<file path="src/design/bds_pkg.sv">
// Package for the 2x2 box downscaler: sizes, register indexes and the
// operation record passed from the front end to the back end.
// No dependencies.
package bds_pkg;

   localparam int MAX_WIDTH      = 4096;
   localparam int MAX_HEIGHT     = 4096;
   localparam int LINE_DEPTH     = MAX_WIDTH / 2;
   localparam int LINE_ADDR_BITS = $clog2(LINE_DEPTH);
   localparam int COUNT_BITS     = $clog2(MAX_WIDTH > MAX_HEIGHT ? MAX_WIDTH : MAX_HEIGHT);

   localparam int SIZE_BITS  = 13;
   localparam int PIXEL_BITS = 8;
   localparam int PAIR_BITS  = PIXEL_BITS + 1;
   localparam int SUM_BITS   = PIXEL_BITS + 2;

   localparam int QUEUE_DEPTH     = 4;
   localparam int QUEUE_PTR_BITS  = $clog2(QUEUE_DEPTH);
   localparam int QUEUE_CNT_BITS  = QUEUE_PTR_BITS + 1;

   localparam logic [SIZE_BITS-1:0] MIN_SIZE       = SIZE_BITS'(2);
   localparam logic [SIZE_BITS-1:0] MAX_WIDTH_SIZE = SIZE_BITS'(MAX_WIDTH);
   localparam logic [SIZE_BITS-1:0] MAX_HEIGHT_SIZE = SIZE_BITS'(MAX_HEIGHT);
   localparam logic [SIZE_BITS-1:0] RESET_WIDTH    = SIZE_BITS'(640);
   localparam logic [SIZE_BITS-1:0] RESET_HEIGHT   = SIZE_BITS'(480);

   localparam int CSR_INDEX_BITS = 1;
   localparam logic [CSR_INDEX_BITS-1:0] CSR_IMAGE_WIDTH  = 1'b0;
   localparam logic [CSR_INDEX_BITS-1:0] CSR_IMAGE_HEIGHT = 1'b1;

   typedef enum logic {
      OP_STORE,
      OP_EMIT
   } op_kind_type;

   typedef struct packed {
      op_kind_type                kind;
      logic [LINE_ADDR_BITS-1:0]  addr;
      logic [PAIR_BITS-1:0]       pair;
      logic                       row_last;
      logic                       frame_last;
   } op_type;

   // Frame sizes outside the legal range are pinned to its nearest end.
   function automatic logic [SIZE_BITS-1:0] clamp_size(input logic [SIZE_BITS-1:0] value,
                                                       input logic [SIZE_BITS-1:0] limit);
      logic [SIZE_BITS-1:0] result;
      result = value;
      if (value < MIN_SIZE) begin
         result = MIN_SIZE;
      end else if (value > limit) begin
         result = limit;
      end
      return result;
   endfunction

endpackage

</file>
<file path="src/design/bds_fifo.sv">
// Short operation queue between the front and back ends of the box
// downscaler. Depends on bds_pkg.
module bds_fifo (
   input  logic             clock,
   input  logic             reset,
   input  logic             push,
   input  bds_pkg::op_type  push_data,
   output logic             full,
   input  logic             pop,
   output bds_pkg::op_type  pop_data,
   output logic             not_empty
);

   bds_pkg::op_type entries_ff [bds_pkg::QUEUE_DEPTH];

   logic [bds_pkg::QUEUE_PTR_BITS-1:0] wr_ptr_ff, wr_ptr_in;
   logic [bds_pkg::QUEUE_PTR_BITS-1:0] rd_ptr_ff, rd_ptr_in;
   logic [bds_pkg::QUEUE_CNT_BITS-1:0] count_ff, count_in;

   assign full      = (count_ff == bds_pkg::QUEUE_CNT_BITS'(bds_pkg::QUEUE_DEPTH));
   assign not_empty = (count_ff != '0);
   assign pop_data  = entries_ff[rd_ptr_ff];

   always_comb begin
      wr_ptr_in = push ? wr_ptr_ff + 1'b1 : wr_ptr_ff;
      rd_ptr_in = pop  ? rd_ptr_ff + 1'b1 : rd_ptr_ff;
      count_in  = count_ff;
      if (push && !pop) begin
         count_in = count_ff + 1'b1;
      end else if (pop && !push) begin
         count_in = count_ff - 1'b1;
      end
   end

   always_ff @(posedge clock) begin
      if (push) begin
         entries_ff[wr_ptr_ff] <= push_data;
      end
   end

   always_ff @(posedge clock) begin
      if (reset) begin
         wr_ptr_ff <= '0;
         rd_ptr_ff <= '0;
         count_ff  <= '0;
      end else begin
         wr_ptr_ff <= wr_ptr_in;
         rd_ptr_ff <= rd_ptr_in;
         count_ff  <= count_in;
      end
   end

`ifndef SYNTHESIS
   a_no_overflow: assert property (@(posedge clock) disable iff (reset) push |-> !full)
      else $error("operation queue written while full");
   a_no_underflow: assert property (@(posedge clock) disable iff (reset) pop |-> not_empty)
      else $error("operation queue read while empty");
`endif

endmodule

</file>
<file path="config.mk">
export PLATFORM = sky130hd
export DESIGN_NAME = bds_fifo
export DESIGN_NICKNAME = d
export VERILOG_FILES = /design/src/design/bds_pkg.sv /design/src/design/bds_fifo.sv
export SDC_FILE = /design/constraint.sdc
export NUM_CORES = 1
export LEC_CHECK = 0
export BUFFER_PORTS_ARGS = -buffer_cell sky130_fd_sc_hd__buf_2
export CAP_MARGIN = 20
export CORE_MARGIN = 2
export CORE_UTILIZATION = 45
export DETAILED_ROUTE_END_ITERATION = 8
export PLACE_DENSITY = 0.74
export SETUP_SLACK_MARGIN = 0.2
export SLEW_MARGIN = 20
export SYNTH_ARGS = -nofsm -noshare
export SYNTH_HDL_FRONTEND = slang
export SYNTH_SLANG_ARGS = --single-unit
</file>
<file path="constraint.sdc">
create_clock -name clock -period 2.1 [get_ports clock]
set_input_delay 0.63 -clock clock [delete_from_list [all_inputs] [get_ports clock]]
set_output_delay 0.63 -clock clock [all_outputs]
set_load 0.01 [all_outputs]
</file>
==> summary.md <==
| Metric | Value |
|---|---|
| Vias per cell | `5.10` |
| Fin crit period | `2.19 ns` |
| All-layer global routing usage | `14.7%` |
| Largest area contributor in the netlist | `edfxtp_1` |
| Die Span X | `95.7 µm` |
| FP Rows | `33` |
| R2r startpoint | `count_ff[0]` |
| Status | `finished, violations left` |
| Worst r2r dst | `count_ff[2]` |
| Area fraction of the dominant cell type after synthesis | `73.0%` |
| Peak fanout along the critical path | `6` |
| Cell Chain, Critical Path | `buf_8 > mux4_2 > buf_6` |
| Worst Skew | `0.00988 ns` |
| CP Capture Type | `output pin` |
| Failing checks | `negative setup slack` |
| H-tree depth | `3` |
| Avg Cell Area, Syn | `23.1 µm²` |
| Yosys warns | `0` |
| Largest cells by area after synthesis | `edfxtp_1 (73%), mux4_2 (12%), dfxtp_1 (4.8%)` |
| Area growth syn-to-layout | `20.4%` |
| First-pass GRT wire length | `9480 µm` |
| Worst path slowest cell | `mux4_2` |
| Worst path bufs/invs | `2` |
| Final nets | `266` |
| DIE HEIGHT | `95.7 µm` |
| R2R Setup Slk | `0.65 ns` |
| CP Class | `reg -> out` |
| Flip-flop and latch area | `2950 µm²` |
| Fin. Hold Viols | `0` |
| Commonest non-fill, non-tap cell in the layout | `edfxtp_1` |
| Critical hold path startpoint | `push_data[13]` |
| RePlAce Congestion | `0.682` |
| Fmax | `456 MHz` |
| Net Count, Synth | `197` |
| Peak VDD IR | `0.484 mV` |
| Worst-path clk slew | `0.09 ns` |
| Vias | `1744` |
| Final WL | `6070 µm` |
| Commonest cells after routing, fill and taps aside | `edfxtp_1 (92), buf_2 (38), mux4_2 (23), buf_6 (13)` |
| Initial drt markers | `134` |
| FF+latch count, synth | `101` |
| Worst Setup Start Kind | `register` |
| Number of global-route vias before repair | `1757` |
| Setup TNS | `-1.74 ns` |
| Max-cap violations | `0` |
| CTS Root Cell | `clkbuf_8` |
| Core Area | `8180 µm²` |
| Post-DP HPWL | `3960 µm` |
| Fin. max-slew vios | `0` |
| Largest net degree at the start of global routing | `24` |
| Antenna Cells | `0` |
| Maximum clock insertion buffer count | `2` |
| PD cells | `937 nW/µm²` |
| DRC Markers | `0` |
| Critical Path AT | `1.56 ns` |
| Post-Syn Instances | `164` |
| Synth cell types | `21` |
| Final period util | `104%` |
| Number of port buffers | `51` |
| Family with the most delay on the worst path | `multiplexers` |
| Fillers | `662` |
| Sequential cell area fraction in the yosys report | `77.8%` |
| Num CTS Buffers | `9` |
| Pre-CTS setup slack | `0.0232 ns` |
| Antenna violations before repair | `0` |
| Wire length per cell | `17.8 µm` |
| Area of the die | `9160 µm²` |
| Hold path depth | `1` |
| TritonRoute pass-1 iters | `4` |
| R2R depth | `4` |
| Multi-input gate area | `749 µm²` |
| Min-delay worst type | `in -> reg` |
| Max incr delay on CP | `0.54 ns` |
| Post-route ant nets | `0` |
| Final worst setup slack | `-0.0941 ns` |
| Number of I/O pins | `52` |
| CTS tree | `built` |
| Slew margin rel. | `81.5%` |
| Remaining Overflow, GRT | `0` |
| Hold Path End | `entries_ff[0][13]` |
| Clk_lat worst skew | `0.35 ns` |
| Layout cells sized above 1 | `43.9%` |
| Clock Sinks | `101` |
| Leakage | `1.60 nW` |
| Setup violators final | `23` |
| Post-Syn Area | `3780 µm²` |
| Starting Density | `46.3%` |
| RSZ-0062 raised after global routing | `yes` |
| Required @ worst endpoint | `1.47 ns` |
| Slew @ Worst Pin | `0.278 ns` |
-- metal layers --
| layer | track usage, % | wire [µm] | up-vias | share of wire (%) |
|---|---|---|---|---|
| li1 | - | - | 799 | - |
| met1 | 19.0 | 2600 | 891 | 43 |
| met2 | 23.9 | 3090 | 44 | 51 |
| met3 | 3.68 | 283 | 10 | 4.7 |
| met4 | 6.07 | 97 | 0 | 1.6 |
| met5 | 0 | 0 | - | 0 |
-- area by class of cell --
cell class | count | area share (%)
clock buffers | 10 | 2.80
clock inverters | 5 | 2.36
inverters | 4 | 0.330
multi-input cells | 53 | 16.5
flip-flops and latches | 101 | 64.8
well taps | 105 | 2.88
repair buffers | 64 | 10.4
-- per-stage QoR --
stage / instance area [µm²] / total power [mW] / hold WS [ns] / cells / util (%)
after global routing: 4550 / 4.45 / 0.471 / 342 / 55.7
after floorplan: 3780 / 2.67 / 0.461 / 164 / -
after detailed placement: 4220 / 2.86 / 0.499 / 327 / 51.6
after CTS: 4510 / 4.30 / 0.471 / 342 / 55.2
after global placement: 4220 / 2.84 / 0.479 / 327 / 51.6
final: 4550 / 4.27 / 0.488 / 342 / 55.7
-- cell usage after synthesis (all sizes together) --
library cell	count
edfxtp	92
mux4	23
dfxtp	9
nor2	7
buf	5
ha	5
and2	4
inv	4
xor2	3
mux2i	2
or3	2
xnor2	2
a21oi	1
clkbuf	1
fa	1
nand2	1
nor3b	1
o21ai	1
-- sequential cells by signal (all words and copies together) (netlist names), named ones only --
| signal | cells |
|---|---|
| wr_ptr_ff | 2 |
| count_ff | 3 |
| entries_ff | 92 |
| rd_ptr_ff | 2 |
-- what timing repair did --
| item | CTS | global route |
|---|---|---|
| resized for setup | 18 | 8 |
| hold buffers | 0 | 0 |
| endpoints found under the setup margin | 23 | 24 |
| gates cloned | 0 | 0 |
| buffers inserted | 0 | 0 |
-- worst max path at each step --
stage | start | endpoint | depth (start not counted)
6_report | register | pop_data[15] | 3
5_1_grt | register | pop_data[20] | 3
4_1_cts | register | pop_data[15] | 3
3_5_place_dp | pop | count_ff[2] | 8
3_3_place_gp | pop | count_ff[2] | 8
2_1_floorplan | pop | count_ff[2] | 7
-- logic make-up after synthesis --
group / after synthesis / synth area share, %
simple gates: 15 / 1.98
mux: 25 / 14.5
fa+ha+maj: 6 / 2.18
xor+xnor: 5 / 1.16
flops: 101 / 77.8
compound gates: 2 / 0.264
buf+inv: 10 / 2.12
-- power by group --
| group | total, mW | switching, mW | internal, mW |
|---|---|---|---|
| Sequential | 2.34 | 0.0402 | 2.30 |
| Combinational | 0.526 | 0.244 | 0.282 |
| Clock | 1.40 | 0.608 | 0.792 |
Power figures use the tool's default switching activity.
