### src/design/bds_pkg.sv
// Package for the 2x2 box downscaler: sizes, register indexes and the
// operation record passed from the front end to the back end.
// No dependencies.
package bds_pkg;

   localparam int MAX_WIDTH      = 4096;
   localparam int MAX_HEIGHT     = 4096;
   localparam int LINE_DEPTH     = MAX_WIDTH / 2;
   localparam int LINE_ADDR_BITS = $clog2(LINE_DEPTH);
   localparam int COUNT_BITS     = $clog2(MAX_WIDTH > MAX_HEIGHT ? MAX_WIDTH : MAX_HEIGHT);

   localparam int SIZE_BITS  = 13;
   localparam int PIXEL_BITS = 8;
   localparam int PAIR_BITS  = PIXEL_BITS + 1;
   localparam int SUM_BITS   = PIXEL_BITS + 2;

   localparam int QUEUE_DEPTH     = 4;
   localparam int QUEUE_PTR_BITS  = $clog2(QUEUE_DEPTH);
   localparam int QUEUE_CNT_BITS  = QUEUE_PTR_BITS + 1;

   localparam logic [SIZE_BITS-1:0] MIN_SIZE       = SIZE_BITS'(2);
   localparam logic [SIZE_BITS-1:0] MAX_WIDTH_SIZE = SIZE_BITS'(MAX_WIDTH);
   localparam logic [SIZE_BITS-1:0] MAX_HEIGHT_SIZE = SIZE_BITS'(MAX_HEIGHT);
   localparam logic [SIZE_BITS-1:0] RESET_WIDTH    = SIZE_BITS'(640);
   localparam logic [SIZE_BITS-1:0] RESET_HEIGHT   = SIZE_BITS'(480);

   localparam int CSR_INDEX_BITS = 1;
   localparam logic [CSR_INDEX_BITS-1:0] CSR_IMAGE_WIDTH  = 1'b0;
   localparam logic [CSR_INDEX_BITS-1:0] CSR_IMAGE_HEIGHT = 1'b1;

   typedef enum logic {
      OP_STORE,
      OP_EMIT
   } op_kind_type;

   typedef struct packed {
      op_kind_type                kind;
      logic [LINE_ADDR_BITS-1:0]  addr;
      logic [PAIR_BITS-1:0]       pair;
      logic                       row_last;
      logic                       frame_last;
   } op_type;

   // Frame sizes outside the legal range are pinned to its nearest end.
   function automatic logic [SIZE_BITS-1:0] clamp_size(input logic [SIZE_BITS-1:0] value,
                                                       input logic [SIZE_BITS-1:0] limit);
      logic [SIZE_BITS-1:0] result;
      result = value;
      if (value < MIN_SIZE) begin
         result = MIN_SIZE;
      end else if (value > limit) begin
         result = limit;
      end
      return result;
   endfunction

endpackage

### src/design/bds_front.sv
// Front end of the box downscaler: pixel intake, frame counters, size
// registers and pair sums. Depends on bds_pkg.
module bds_front (
   input  logic                                clock,
   input  logic                                reset,
   input  logic                                csr_we,
   input  logic [bds_pkg::CSR_INDEX_BITS-1:0]  csr_index,
   input  logic [bds_pkg::SIZE_BITS-1:0]       csr_wdata,
   input  logic                                req_valid,
   output logic                                req_ready,
   input  logic [bds_pkg::PIXEL_BITS-1:0]      req_pixel_in,
   input  logic                                queue_full,
   output logic                                op_push,
   output bds_pkg::op_type                     op_data
);

   logic [bds_pkg::SIZE_BITS-1:0]  width_ff, width_in;
   logic [bds_pkg::SIZE_BITS-1:0]  height_ff, height_in;
   logic [bds_pkg::COUNT_BITS-1:0] col_ff, col_in;
   logic [bds_pkg::COUNT_BITS-1:0] row_ff, row_in;
   logic [bds_pkg::PIXEL_BITS-1:0] held_ff, held_in;

   logic                           accept;
   logic [bds_pkg::SIZE_BITS-1:0]  col_ext, row_ext;
   logic [bds_pkg::SIZE_BITS-1:0]  col_plus, row_plus;
   logic [bds_pkg::SIZE_BITS-1:0]  width_even, height_even;
   logic                           in_frame;
   logic                           row_last;

   assign req_ready = !queue_full;
   assign accept    = req_valid && req_ready;

   assign col_ext     = {1'b0, col_ff};
   assign row_ext     = {1'b0, row_ff};
   assign col_plus    = col_ext + 1'b1;
   assign row_plus    = row_ext + 1'b1;
   assign width_even  = {width_ff[bds_pkg::SIZE_BITS-1:1], 1'b0};
   assign height_even = {height_ff[bds_pkg::SIZE_BITS-1:1], 1'b0};
   assign in_frame    = (col_ext < width_even) && (row_ext < height_even);
   assign row_last    = (col_ext == width_even - 1'b1);

   // Only the second pixel of a pair inside the even-sized frame makes work.
   assign op_push            = accept && in_frame && col_ff[0];
   assign op_data.kind       = row_ff[0] ? bds_pkg::OP_EMIT : bds_pkg::OP_STORE;
   assign op_data.addr       = col_ff[bds_pkg::COUNT_BITS-1:1];
   assign op_data.pair       = {1'b0, held_ff} + {1'b0, req_pixel_in};
   assign op_data.row_last   = row_last;
   assign op_data.frame_last = row_last && (row_ext == height_even - 1'b1);

   always_comb begin
      width_in  = width_ff;
      height_in = height_ff;
      col_in    = col_ff;
      row_in    = row_ff;
      held_in   = held_ff;
      if (csr_we) begin
         case (csr_index)
            bds_pkg::CSR_IMAGE_WIDTH: begin
               width_in = bds_pkg::clamp_size(csr_wdata, bds_pkg::MAX_WIDTH_SIZE);
            end
            bds_pkg::CSR_IMAGE_HEIGHT: begin
               height_in = bds_pkg::clamp_size(csr_wdata, bds_pkg::MAX_HEIGHT_SIZE);
            end
            default: begin
            end
         endcase
      end
      if (accept) begin
         if (in_frame && !col_ff[0]) begin
            held_in = req_pixel_in;
         end
         if (col_plus >= width_ff) begin
            col_in = '0;
            row_in = (row_plus >= height_ff) ? '0 : row_plus[bds_pkg::COUNT_BITS-1:0];
         end else begin
            col_in = col_plus[bds_pkg::COUNT_BITS-1:0];
         end
      end
   end

   always_ff @(posedge clock) begin
      if (reset) begin
         width_ff  <= bds_pkg::RESET_WIDTH;
         height_ff <= bds_pkg::RESET_HEIGHT;
         col_ff    <= '0;
         row_ff    <= '0;
         held_ff   <= '0;
      end else begin
         width_ff  <= width_in;
         height_ff <= height_in;
         col_ff    <= col_in;
         row_ff    <= row_in;
         held_ff   <= held_in;
      end
   end

endmodule

### config.mk
export PLATFORM = sky130hd
export DESIGN_NAME = bds_front
export DESIGN_NICKNAME = d
export VERILOG_FILES = /design/src/design/bds_pkg.sv /design/src/design/bds_front.sv
export SDC_FILE = /design/constraint.sdc
export NUM_CORES = 1
export LEC_CHECK = 0
export ABC_AREA = 1
export BUFFER_PORTS_ARGS = -buffer_cell sky130_fd_sc_hd__buf_4
export CAP_MARGIN = 0
export CELL_PAD_IN_SITES_DETAIL_PLACEMENT = 1
export CELL_PAD_IN_SITES_GLOBAL_PLACEMENT = 2
export CORE_MARGIN = 10
export CORE_UTILIZATION = 33
export CTS_BUF_LIST = sky130_fd_sc_hd__clkbuf_4 sky130_fd_sc_hd__clkbuf_8 sky130_fd_sc_hd__clkbuf_16
export DETAILED_ROUTE_END_ITERATION = 10
export MAX_ROUTING_LAYER = met4
export PLACE_DENSITY = 0.88
export SLEW_MARGIN = 40
export SYNTH_ARGS = -nofsm -noshare
export SYNTH_HDL_FRONTEND = slang
export SYNTH_SLANG_ARGS = --single-unit
### constraint.sdc
create_clock -name clock -period 3 [get_ports clock]
set_clock_uncertainty 0.05 [all_clocks]
set_input_delay 0.3 -clock clock [delete_from_list [all_inputs] [get_ports clock]]
set_output_delay 0.3 -clock clock [all_outputs]
set_load 0.02 [all_outputs]
==> impl.org, run 1 <==
** Outcome
- Status :: finished, final reports clean

** Power and ir drop
- Cell internal pwr :: 1715 µW
- Largest voltage drop on the vdd net :: 0.0002974 V
- Switching fraction of total power :: 32.71%
- Design Power :: 2549 µW
- The share of total power dissipated in the clock network is 41.7%.
- Switching power summed over all nets :: 833.7 µW
- Combinational fraction of design power :: 24.9%
- The analysis attributes to cell leakage a power of 0.003373 µW.
- Power per cell area :: 402.5 nW/µm²
- Per report_power, the sequential group accounts for 33.4% of the total.

** Routing
- After the first detailed-routing iteration, the DRC count stood at 177.
- The first detailed-routing pass took 4 iterations.
- In the routed design, unresolved DRC markers number 0.
- Using the TritonRoute via totals, the vias-per-cell ratio works out to 4.771.
- The routed layout has 5,334 vias.
- Per-cell routed wire length :: 14.95 µm
- For this block, the routed nets add up to 16,720 µm of wire.
- Post-detailed-route count of antenna-violating nets :: 0

** Synth
- Sequential cells were found to cover 21.88% of the synthesized design area.
- A synthesized cell averages 6.325 µm².
- FF+latch count, synth :: 58
- Post-Syn Area :: 5306 µm²
- Summed over all instances, the cell type with the most area after synthesis is dfxtp_1.
- The number of nets in the synthesized netlist is 927.
- The cell count after synthesis came out at 839.
- Measured against the total synthesized area, the mux share comes to 0%.
- Share of synthesized cell area in full adder, half adder and majority cells :: 14.52%
- After Yosys synthesis, XOR and XNOR cells account for 6.272% of the synthesized area.
- Summing the areas of all compound-gate instances in the mapped netlist gives 10.82% of the synthesized area.
- During synthesis, Yosys emitted a total of 0 warnings.
- Post-synthesis cell type count :: 39
- The share of synthesized area in the top cell type comes to 21.88%.
- Fraction of the mapped netlist area in simple logic gates :: 33.98%
- In the post-synthesis netlist, the biggest area contributors are dfxtp_1 (22%), ha_1 (14%), nand2_1 (13%).
- By area, the combinational part of the netlist is dominated by simple AND/OR/NAND/NOR gates.

** Finish
- The library cells used most frequently in the layout, excluding fill and tap cells, are nand2_1 (185), nor2_1 (135), inv_1 (122).
- Total Nets Final :: 986
- Compared with the post-synthesis result, the final layout area differs by 19.34%.
- After filler insertion, the fill cell instance count of the layout stands at 2,108.
- Leaving out fill and tap cells, the most frequent cell in the layout is nand2_1.
- The repair_antennas step left the layout with diodes totalling 0.
- Of the cells placed in the final design, the portion with a size suffix greater than 1 is 13.86%.
- After routing the design area is 6332 µm².

** Timing
- Final period utilization :: 95.42%
- Final WS setup :: 0.1374 ns
- For the final routed database, the setup TNS stands at 0 ns.
- Setup violations remaining at the end of the flow were counted as 0.
- The worst pin sits at a relative slew slack of 52.94%.
- Max-slew violation total from the final report :: 0
- Post-Route Hold Slack :: 0.1948 ns
- Derived from the worst setup path, the maximum achievable clock frequency is 349.3 MHz.
- Period minus WS final :: 2.863 ns
- At the pin with the least slew margin, the transition time is 0.7033 ns.
- The final number of hold-violating endpoints is 0.

** Critical path
- Start-to-end type of the worst setup path :: flip-flop to flip-flop
- For flop-to-flop paths, the worst setup slack is 0.14 ns.
- The slowest stage of the critical path is the dfxtp_2 cell.
- Measured in cells, the most critical reg-to-reg path has a length of 16.
- Buffers & Inverters on Critical Path :: 2
- Biggest cell delay along the critical path :: 0.34 ns
- Cell repeated most along the worst path :: nor2_1
- Required time reported for the critical path endpoint :: 3.23 ns
- Cell-by-cell trace of the critical path :: ha_2, nand2_2, nor2_2, nand4_1, inv_2, nand2_2, nor4_2, ha_1, a21oi_2, o21ai_0, a21oi_1, nand3_1, buf_6, nor2_1, nor2_1, nor2_1
- The worst setup path is captured at a flip-flop.
- STA classifies the critical path startpoint as a flip-flop.
- The worst register-to-register path ends at row_ff[6].
- The startpoint identified for the worst register-to-register timing path is row_ff[0].
- In this run the worst path has a maximum fanout of 11.
- Broken down by cell family, the worst path's largest delay share belongs to simple AND/OR/NAND/NOR gates.
- STA puts the critical path data arrival time at 3.09 ns.

** Placed design
- Timing analysis after detailed placement gives a worst setup slack of 0.1841 ns.
- Routability-driven placement congestion ratio :: 0.8210
- Dpl hpwl :: 13,230 µm
- IO Port Bufs :: 51
- Area after detailed placement :: 5971 µm²

** Floorplanning
- The core region is 15,830 µm².
- The die is 146.8 µm tall.
- Row count :: 46
- In this run the horizontal extent of the chip is 146.8 µm.
- The floorplan step defined a die boundary enclosing 21,550 µm².
- 52 I/O pins were placed.
- Effective utilization at floorplan :: 33.53%

** CTS
- Root buffer selected by CTS :: clkbuf_16
- # clock sinks :: 58
- Number of buffers added by the clock tree synthesis step :: 9
- Number of levels the H-tree was split into :: 3
- Buffer depth of the longest clock path :: 2
- Hold repair after CTS inserted 0 buffers.
- TritonCTS built the clock tree.
- The clock reaches the later pin of the worst-skew pair after 0.34 ns.
- Clock-pin slew on the worst setup and hold paths :: 0.06 ns

** Hold path
- The tightest min-delay check is of the input port to flip-flop type.
- Min-delay src :: csr_wdata[7]
- Hold path endpoint :: height_ff[7]
- Along the worst hold path, the cell count comes to 3.

** Global routing
- Global-route wire length before repair :: 27,890 µm
- The number of global-route vias before repair was 5,674.
- The initial antenna violation count came to 0.
- Global router's overall resource usage :: 15.92%
- Entering global routing, the biggest net connects 31 pins.
- After global routing the overflow that remains totals 0.

** Flow run
- Across the run, the number of max-cap violations was 0.
## worst max-delay path by stage
| stage | start | end | slack [ns] | cells after the start |
|---|---|---|---|---|
| after global routing | row_ff[0] | row_ff[6] | -0.11 | 16 |
| after floorplan | col_ff[0] | row_ff[9] | 0.40 | 16 |
| after global placement | row_ff[0] | row_ff[1] | 0.26 | 16 |
| after detailed placement | row_ff[0] | row_ff[10] | 0.18 | 16 |
| after CTS | row_ff[0] | row_ff[10] | 0.15 | 16 |
| final | row_ff[0] | row_ff[6] | 0.14 | 16 |
## stage by stage
step | cells | util, %
floorplan | 839 | -
finish | 1118 | 40.01
global placement | 1101 | 37.72
global route | 1118 | 40.01
detailed placement | 1101 | 37.72
CTS | 1116 | 39.58
## state kept, by name, indices dropped and copies added, names as in the netlist
signal and flops:
width_ff 13, row_ff 12, held_ff 8, height_ff 13, col_ff 12
## final cells by class
| type | count | area, µm² | share of cell area [%] |
|---|---|---|---|
| Multi-Input combinational cell | 623 | 3526 | 55.68 |
| Sequential cell | 58 | 1165 | 18.40 |
| Timing Repair Buffer | 80 | 604.3 | 9.544 |
| Inverter | 126 | 473.0 | 7.469 |
| Tap cell | 216 | 270.3 | 4.268 |
| Clock buffer | 10 | 239.0 | 3.774 |
| Clock inverter | 5 | 55.05 | 0.8694 |
## cells by family (layout without fill, tap and decap cells)
| logic type | count (synthesis) | count (layout) |
|---|---|---|
| adder cells (fa/ha/maj) | 61 | 61 |
| buffers and inverters | 158 | 221 |
| XOR/XNOR | 38 | 38 |
| AND/OR/NAND/NOR | 417 | 417 |
| flip-flops | 58 | 58 |
| AO/OA/AOI/OAI | 107 | 107 |
## tightest hold or removal path, delay by kind of cell
family                 cells  cell delay [ns]
buffers and inverters      1             0.10
AND/OR/NAND/NOR            1             0.07
AO/OA/AOI/OAI              1             0.07
## cell usage after synthesis, drive strengths merged
cell,n
xnor2,9
o211ai,3
nand3b,7
clkinv,1
nor4,1
dfxtp,58
o31ai,1
inv,125
clkbuf,9
nor3,11
o21ai,40
nor2,138
nand4,34
xor2,29
a21oi,59
nand2,190
nand3,34
ha,60
o21bai,4
and2,1
buf,23
or2,1
fa,1
## timing repair
action | 4_1_cts | 5_1_grt
setup buffers | 0 | 2
resized for setup | 0 | 15
setup endpoints to repair | 0 | 11
## power groups by stage
stage / Sequential, µW / Combinational [µW] / Clock [µW]
4_1_cts: 851 / 638 / 1090
2_1_floorplan: 858 / 429 / 0
3_3_place_gp: 866 / 622 / 0
3_5_place_dp: 866 / 632 / 0
5_1_grt: 856 / 726 / 1130
6_report: 850 / 634 / 1060
## per-layer routing
layer  GRT usage [%]  up-vias  part of all wire [%]
li1                -     2795                     -
met1           19.49     2476                    48
met2           27.13       54                    50
met3           2.518        9                   2.1
met4           3.203        0                  0.78
met5               -        -                     0
Note: power is estimated with default switching activity, not from simulation.
==> run 2: changes to the inputs <==
--- a/config.mk
+++ b/config.mk
@@ -5,17 +5,18 @@
 export SDC_FILE = /design/constraint.sdc
 export NUM_CORES = 1
 export LEC_CHECK = 0
-export ABC_AREA = 1
 export BUFFER_PORTS_ARGS = -buffer_cell sky130_fd_sc_hd__buf_4
 export CAP_MARGIN = 0
 export CELL_PAD_IN_SITES_DETAIL_PLACEMENT = 1
 export CELL_PAD_IN_SITES_GLOBAL_PLACEMENT = 2
 export CORE_MARGIN = 10
-export CORE_UTILIZATION = 33
+export CORE_UTILIZATION = 36
 export CTS_BUF_LIST = sky130_fd_sc_hd__clkbuf_4 sky130_fd_sc_hd__clkbuf_8 sky130_fd_sc_hd__clkbuf_16
 export DETAILED_ROUTE_END_ITERATION = 10
+export HOLD_SLACK_MARGIN = 0.08
 export MAX_ROUTING_LAYER = met4
-export PLACE_DENSITY = 0.88
+export PLACE_DENSITY = 0.87
+export SETUP_SLACK_MARGIN = 0.2
 export SLEW_MARGIN = 40
 export SYNTH_ARGS = -nofsm -noshare
 export SYNTH_HDL_FRONTEND = slang
==> run 2 against run 1 <==
  * Clock power about the same
  * Largest power group unchanged
  * Highest routed layer unchanged
  * Clock-buffer cell count grew 4
  * Total power rose by 6.6%
  * Sequential power up 0.8%
  * Critical path depth is 2 lower
  * The flow now finishes with violations (negative setup slack)
  * Final cell count shrank 20%
==> impl.org, run 2 <==
** Global routing
- Entering global routing, the biggest net connects 31 pins.
- Overall overflow remaining after global route :: 0
- Vias in the first global route :: 5,161
- The first global-routing pass estimated 26,920 µm of wire.
- Initial antenna violation count :: 0
- For this run, the total global-route usage over all layers was measured as 18.31%.

** Routing
- Total vias in the final route :: 5,045
- Iteration-0 DRC count of the detailed router :: 213
- Dividing the detail-routed wire length by the instance count gives 20.77 µm.
- The final layout contains routed wiring with a total length of 18,570 µm.
- Detailed-route DRC error count :: 0
- Post-detailed-route count of antenna-violating nets :: 0
- Using the TritonRoute via totals, the vias-per-cell ratio works out to 5.643.
- The first detailed-routing pass took 4 iterations.

** Placed design
- Dpl hpwl :: 12,190 µm
- The placed instances occupy a cell area of 5727 µm².
- The count of buffers added on input and output ports is 51.
- Routability-driven placement congestion ratio :: 0.8754

** CTS
- Counting the buffers created by CTS gives 9.
- CTS tree :: built
- Root buffer selected by CTS :: clkbuf_16
- Clock-pin slew was measured on the worst setup and hold paths at 0.06 ns.
- At the later pin of the worst-skew pair, clock insertion delay measures 0.34 ns.
- The tree built by TritonCTS fans out to 58 sinks.
- Buffer depth of the longest clock path :: 2
- Number of levels the H-tree was split into :: 3
- Buffers inserted to repair hold after CTS numbered 0.

** Timing
- Hold timing on the final database bottoms out at a slack of 0.1703 ns.
- Final setup violation count :: 4
- After layout, the minimum clock period comes to 3.050 ns.
- The worst path uses 101.7% of the clock period.
- Measured against its own limit, the worst slew margin works out to 55.01%.
- Hold Fails Final Rpt :: 0
- Pin slew with the least headroom to its limit :: 0.6735 ns
- Summed over all failing endpoints, the final setup total negative slack is -0.1159 ns.
- Setup repair after global routing missed its margin :: true
- Upper clock frequency limit :: 327.9 MHz
- Final WS setup :: -0.04961 ns
- The final max-slew violation count was 0.

** Finish
- The net count of the finished layout is 801.
- Area grow syn2layout :: 41.98%
- In the final layout, the registers with the most flip-flops are height_ff: 13 flops, width_ff: 13 flops.
- Leaving out fill and tap cells, the most frequent cell in the layout is buf_4.
- Count of filler cells inserted in the layout :: 1,542
- Registers take 1205 µm².
- Multi-input gate area :: 4059 µm²
- In the layout the commonest cells are buf_4 (111), nand2_1 (63), ha_1 (48).
- Share of cells above drive strength 1 :: 37.88%
- 0 antenna diodes ended up in the layout.
- Design area :: 7037 µm²

** Synth
- Yosys top cell area share :: 23.43%
- The synthesized design contains 0 enable-type register cells.
- Most instantiated flip-flop cell in the synthesis netlist :: dfxtp_1
- Net Count, Synth :: 705
- Async SR Flop Fraction :: 0%
- Synthesis Warnings :: 0
- Post-synthesis cell type count :: 69
- Post-Syn Instances :: 617
- Average cell area after synthesis :: 8.032 µm²
- Post-Syn Area :: 4956 µm²
- In the post-synthesis netlist, the cell with the most instances is nand2_1.
- Ranked by total cell area, the synthesized netlist is headed by dfxtp_1 (23%), ha_1 (15%), xnor2_1 (6.9%).
- Synthesis inferred 58 register bits.
- The largest total area in the synthesized netlist belongs to dfxtp_1.
- Sequential elements use 23.43% of the synthesized area.
- Leading post-synthesis cells by instance count :: nand2_1 (69), ha_1 (60), dfxtp_1 (58), xnor2_1 (39), a21oi_1 (37)

** Critical path
- Data on the critical path arrives at its endpoint at 3.26 ns.
- Start-to-end type of the worst setup path :: flip-flop to flip-flop
- Peak fanout along the critical path :: 8
- CP endpoint kind :: flip-flop
- Required time reported for the critical path endpoint :: 3.21 ns
- Crit start category :: flip-flop

** Power and ir drop
- In this run the power density over the cells is 386.1 nW/µm².
- Leak Pwr :: 0.002923 µW
- Largest voltage drop on the vdd net :: 0.0002647 V
- Design Power :: 2717 µW

** Outcome
- The flow ran to the end, but the final reports show violations.
- Violated checks :: negative setup slack

** Floorplanning
- Chip width :: 137.3 µm
- Once the floorplan was initialized, standard cells occupied 37.13% of the core.
- The initialized floorplan defines 42 standard-cell rows.
- Placeable core region :: 13,350 µm²
- The die covers 18,860 µm².
- In this run the count of I/O pins placed on the die edge is 52.
- The die is 137.3 µm tall.

** Hold path
- Tightest Hold Check Type :: input port to flip-flop

** Flow run
- Number of max-cap violations :: 0
==> run 2: cell count changes after synthesis, sizes merged, moves of 11 or more <==
cell,before,now
a21oi,59,37
a31oi,0,15
clkbuf,9,28
inv,125,36
nand2,190,69
nand4,34,7
nor2,138,26
nor2b,0,13
o21ai,40,23
xnor2,9,39
xor2,29,18
==> run 2: timing repair <==
action	in CTS	in global routing
resized for setup	45	101
cloned	1	1
pin swaps	25	43
endpoints found under the setup margin	23	35
buffers inserted	19	20
==> run 2: path summary, 6_finish.rpt <==
kind / start / to / slack, ns / depth (start not counted)
setup reg to reg: col_ff[1] / col_ff[9] / -0.05 / 14
setup / recovery: col_ff[1] / col_ff[9] / -0.05 / 14
hold / removal: req_pixel_in[3] / held_ff[3] / 0.17 / 3
hold reg to reg: height_ff[0] / height_ff[0] / 0.41 / 2
==> run 2: kinds of logic after synthesis <==
logic type	Yosys count	share of synthesized area [%]
and+or+nand+nor	208	21.56
muxes	11	2.247
DFF	58	23.43
adders and majority gates	61	15.55
buffers and inverters	82	7.220
AOI/OAI and AO/OA	140	19.92
xor gates and xnor gates	57	10.07
==> run 2: per-stage QoR <==
stage,setup WS [ns],util (%),cells
after floorplan,0.1939,-,617
after global placement,0.1046,42.90,837
after detailed placement,0.02546,42.90,837
after CTS,0.006381,48.14,873
after global routing,-0.1366,52.72,894
final,-0.04961,52.72,894
==> run 2: metal layers <==
layer  routed length [µm]  global-route usage (%)
met1                 8404                   23.02
met2                 8961                   29.06
met3                  878                   3.132
met4                  327                   6.323
met5                    0                       -
==> run 2: report_power, final <==
group	leakage, µW	internal, µW	switching, µW
sequential	0.000483	809	47.1
combinational	0.00229	367	402
clock	0.000152	699	393
total	0.00292	1880	841
==> run 2: final cells by class <==
| class | count | area share [%] |
|---|---|---|
| clock buffer | 14 | 4.339 |
| clock inverter | 2 | 0.2134 |
| inverter | 37 | 2.045 |
| multi-input combinational | 477 | 57.68 |
| sequential | 58 | 17.12 |
| tap | 176 | 3.129 |
| timing repair buffer | 130 | 15.47 |
==> run 2: worst max-delay path: stages (launching register included) <==
cell and delay (ns):
dfxtp_4 0.37, ha_4 0.14, and3_4 0.18, and3_4 0.19
and3_4 0.21, xor2_2 0.18, ha_4 0.24, a211oi_4 0.27
buf_6 0.15, o21ai_4 0.06, o31ai_4 0.35, buf_6 0.21
buf_6 0.12, nand2b_4 0.05, a31oi_1 0.18
==> run 3: changes to the inputs <==
--- a/config.mk
+++ b/config.mk
@@ -5,7 +5,7 @@
 export SDC_FILE = /design/constraint.sdc
 export NUM_CORES = 1
 export LEC_CHECK = 0
-export BUFFER_PORTS_ARGS = -buffer_cell sky130_fd_sc_hd__buf_4
+export BUFFER_PORTS_ARGS = -buffer_cell sky130_fd_sc_hd__buf_2
 export CAP_MARGIN = 0
 export CELL_PAD_IN_SITES_DETAIL_PLACEMENT = 1
 export CELL_PAD_IN_SITES_GLOBAL_PLACEMENT = 2
==> run 3 against run 2 <==
  * The flow still finishes with violations (negative setup slack)
  * Sequential share of layout area is 1.7 points higher
  * Flip-flop and latch count stayed put
  * Via count is 4.2% lower
  * Final area is 9.7% lower
  * Clock-buffer cell count is 2 lower
  * Register-to-register slack better by 0.03 ns
  * Wire length is 10% lower
  * Total power is 4.6% lower
  * Sequential power hardly changed
  * Setup slack better by 0.025 ns
  * Critical path depth is 1 lower
  * Largest cell class unchanged
  * Highest routed layer unchanged
==> impl.org, run 3 (synthesized netlist as in run 2, its figures left out) <==
** Outcome
- Status :: complete, but fails checks
- The final reports fail on negative setup slack.

** CTS
- The H-tree was split into 3 levels.
- TritonCTS built the clock tree.
- After clock tree synthesis, the clock-pin slew on the worst setup and hold paths is 0.06 ns.
- Root buffer selected by CTS :: clkbuf_16
- The later pin in the worst-skew pair is clocked with a latency of 0.34 ns.
- Counting along the longest clock path gives a buffer depth of 2.
- # clock sinks :: 58
- Number of buffers added by the clock tree synthesis step :: 9

** Global routing
- Overall overflow remaining after global route :: 0
- Vias in the first global route :: 5,180
- Global routing used 18.60% of the available tracks.
- The initial antenna violation count came to 0.
- In the global route stage, met2 resource usage came out at 29.95%.
- Met1 track demand over resource in global routing :: 23.15%
- Maximum number of pins on one net before global-route repair :: 31
- GR met3 Demand/Resource :: 3.350%
- Most Used Layer, Global Route :: met2
- The first global-routing pass estimated 27,230 µm of wire.

** Routing
- For this run, the detailed router's first-pass iteration total came to 4.
- Summed over all layers, the routed wires come to 16,640 µm.
- In the routed design, unresolved DRC markers number 0.
- Total vias in the final route :: 4,832
- Per-cell routed wire length :: 19.05 µm
- Iteration-0 DRC count of the detailed router :: 209
- Drt via density :: 5.535
- Post-detailed-route count of antenna-violating nets :: 0

** Critical path
- Critical register-to-register path startpoint :: col_ff[1]
- Data arrives at the worst endpoint at 3.23 ns.
- Measured in cells, the most critical reg-to-reg path has a length of 13.
- Flop2flop setup slack :: -0.02 ns
- Required time reported for the critical path endpoint :: 3.21 ns
- STA classifies the critical path endpoint as a flip-flop.
- STA classifies the critical path startpoint as a flip-flop.
- Start-to-end type of the worst setup path :: flip-flop to flip-flop
- RR Endpoint :: col_ff[8]
- Along the worst path, the maximum fanout reaches 8.

** Finish
- The library cells used most frequently in the layout, excluding fill and tap cells, are nand2_1 (66), ha_1 (54), buf_4 (53).
- 0 antenna diodes ended up in the layout.
- Design area :: 6357 µm²
- Multi-input gate area :: 3747 µm²
- From synthesis to final layout, the design area changed by 28.28%.
- Utilization after layout :: 47.63%
- Most frequent standard cell in the layout excluding fill and tap cells :: nand2_1
- Of the cells placed in the final design, the portion with a size suffix greater than 1 is 29.70%.
- Footprint of the flip-flops and latches :: 1195 µm²
- The largest registers in the layout are height_ff: 13 flops, width_ff: 13 flops.
- After filler insertion, the fill cell instance count of the layout stands at 1,600.
- At the end of the flow, the number of nets in the layout was 780.

** Placed design
- IO Port Bufs :: 51
- Routability-driven placement congestion ratio :: 0.8616
- Area after detailed placement :: 5599 µm²
- Dpl hpwl :: 12,420 µm

** Timing
- At the pin with the least slew margin, the transition time is 0.6849 ns.
- Dividing the final minimum period by the clock period gives 100.8%.
- Across all setup checks in the final design, the least slack found is -0.02445 ns.
- Period minus WS final :: 3.024 ns
- Setup repair after global routing could not meet its margin everywhere.
- Hold Fails Final Rpt :: 0
- The worst pin sits at a relative slew slack of 53.86%.
- For this run, the top clock speed supported by timing is 330.6 MHz.
- Setup violations remaining at the end of the flow were counted as 1.
- The final max-slew violation count was 0.

** Floorplanning
- The core region is 13,350 µm².
- Effective utilization at floorplan :: 37.13%
- The floorplan step set the die width to 137.3 µm.
- The floorplan has 42 rows.
- 52 I/O pins were placed.
- In this run the vertical extent of the chip is 137.3 µm.
- The floorplan step defined a die boundary enclosing 18,860 µm².

** Hold path
- Min-delay src :: req_pixel_in[3]
- In this run the worst hold path is classified as input port to flip-flop.
- For hold timing, the worst endpoint is held_ff[3].
- Hold-critical path depth :: 3

** Flow run
- Max-cap violations in this run came to 0.

** Power and ir drop
- In this run, the clock network consumes 42.7% of the power.
- Cell internal pwr :: 1809 µW
- Switching power summed over all nets :: 781.8 µW
- The analysis attributes to cell leakage a power of 0.002724 µW.
- Combinational fraction of design power :: 24.2%
- Largest voltage drop on the vdd net :: 0.0002182 V
- Power per cell area :: 407.6 nW/µm²
- Of the total power, the share spent switching nets is 30.17%.
- Fraction of power consumed by sequential logic :: 33.1%
- After layout, the design draws a total of 2591 µW.
==> run 3: changes by cell type in the layout (fill, tap and decap cells not counted), moves of 4 or more <==
cell     previous run  this run
a31oi_1            11        15
dfxtp_1            37        41
o21ai_0            11        16
buf_2               0        48
ha_4               10         4
a21oi_1            28        34
buf_4             111        53
ha_1               48        54
buf_6              14         7
a21oi_2             8         3
nand2_2             6         2
==> run 3: critical path, cell delays in order (launching register included) <==
cell and delay (ns):
dfxtp_4 0.38, ha_4 0.14, and3_4 0.21, and3_4 0.21
and3_4 0.21, xor2_1 0.16, ha_1 0.29, a211oi_2 0.26
buf_4 0.16, o21ai_2 0.06, o31ai_4 0.36, buf_6 0.20
nand2b_1 0.09, a31oi_1 0.17
==> run 3: through the flow <==
step | TNS (ns) | std cells | setup WS, ns | hold WS [ns]
detailed placement | -0.01490 | 837 | -0.01490 | 0.4111
global placement | 0 | 837 | 0.02081 | 0.3982
global route | -1.539 | 873 | -0.1450 | 0.1733
CTS | 0 | 870 | 0.003413 | 0.1633
finish | -0.02445 | 873 | -0.02445 | 0.1655
floorplan | 0 | 617 | 0.1939 | 0.3885
==> run 3: power groups by stage <==
stage | Clock [µW] | Combinational (µW) | Sequential, µW
2_1_floorplan | 0 | 415 | 855
3_3_place_gp | 0 | 524 | 872
3_5_place_dp | 0 | 550 | 877
4_1_cts | 1120 | 611 | 854
5_1_grt | 1160 | 692 | 861
6_report | 1110 | 627 | 857
==> run 3: worst max path at each step <==
stage,to,start,slack [ns]
2_1_floorplan,row_ff[8],col_ff[0],0.19
3_3_place_gp,op_data[0],width_ff[3],0.02
3_5_place_dp,row_ff[11],col_ff[1],-0.01
4_1_cts,op_data[0],height_ff[1],0.003
5_1_grt,col_ff[8],col_ff[1],-0.14
6_report,col_ff[8],col_ff[1],-0.02
==> run 3: final cells by class <==
type                    count  share of cell area (%)
well taps                 176                   3.464
multi-input cells         477                   58.95
inverters                  37                   2.185
flip-flops and latches     58                   18.80
clock inverters             4                  0.7479
repair buffers            109                   11.59
clock buffers              12                   4.271
==> run 3: repair_timing <==
| item | in CTS | in global routing |
|---|---|---|
| setup buffers | 15 | 2 |
| gates cloned | 2 | 1 |
| pin swaps | 20 | 19 |
| setup endpoints to repair | 27 | 28 |
| hold buffers | 0 | 0 |
| gates resized for setup | 48 | 29 |
==> run 3: per-layer routing <==
| metal | share of wire (%) | routed length, µm |
|---|---|---|
| met1 | 47 | 7813 |
| met2 | 47 | 7815 |
| met3 | 4.6 | 769 |
| met4 | 1.4 | 237 |
| met5 | 0 | 0 |
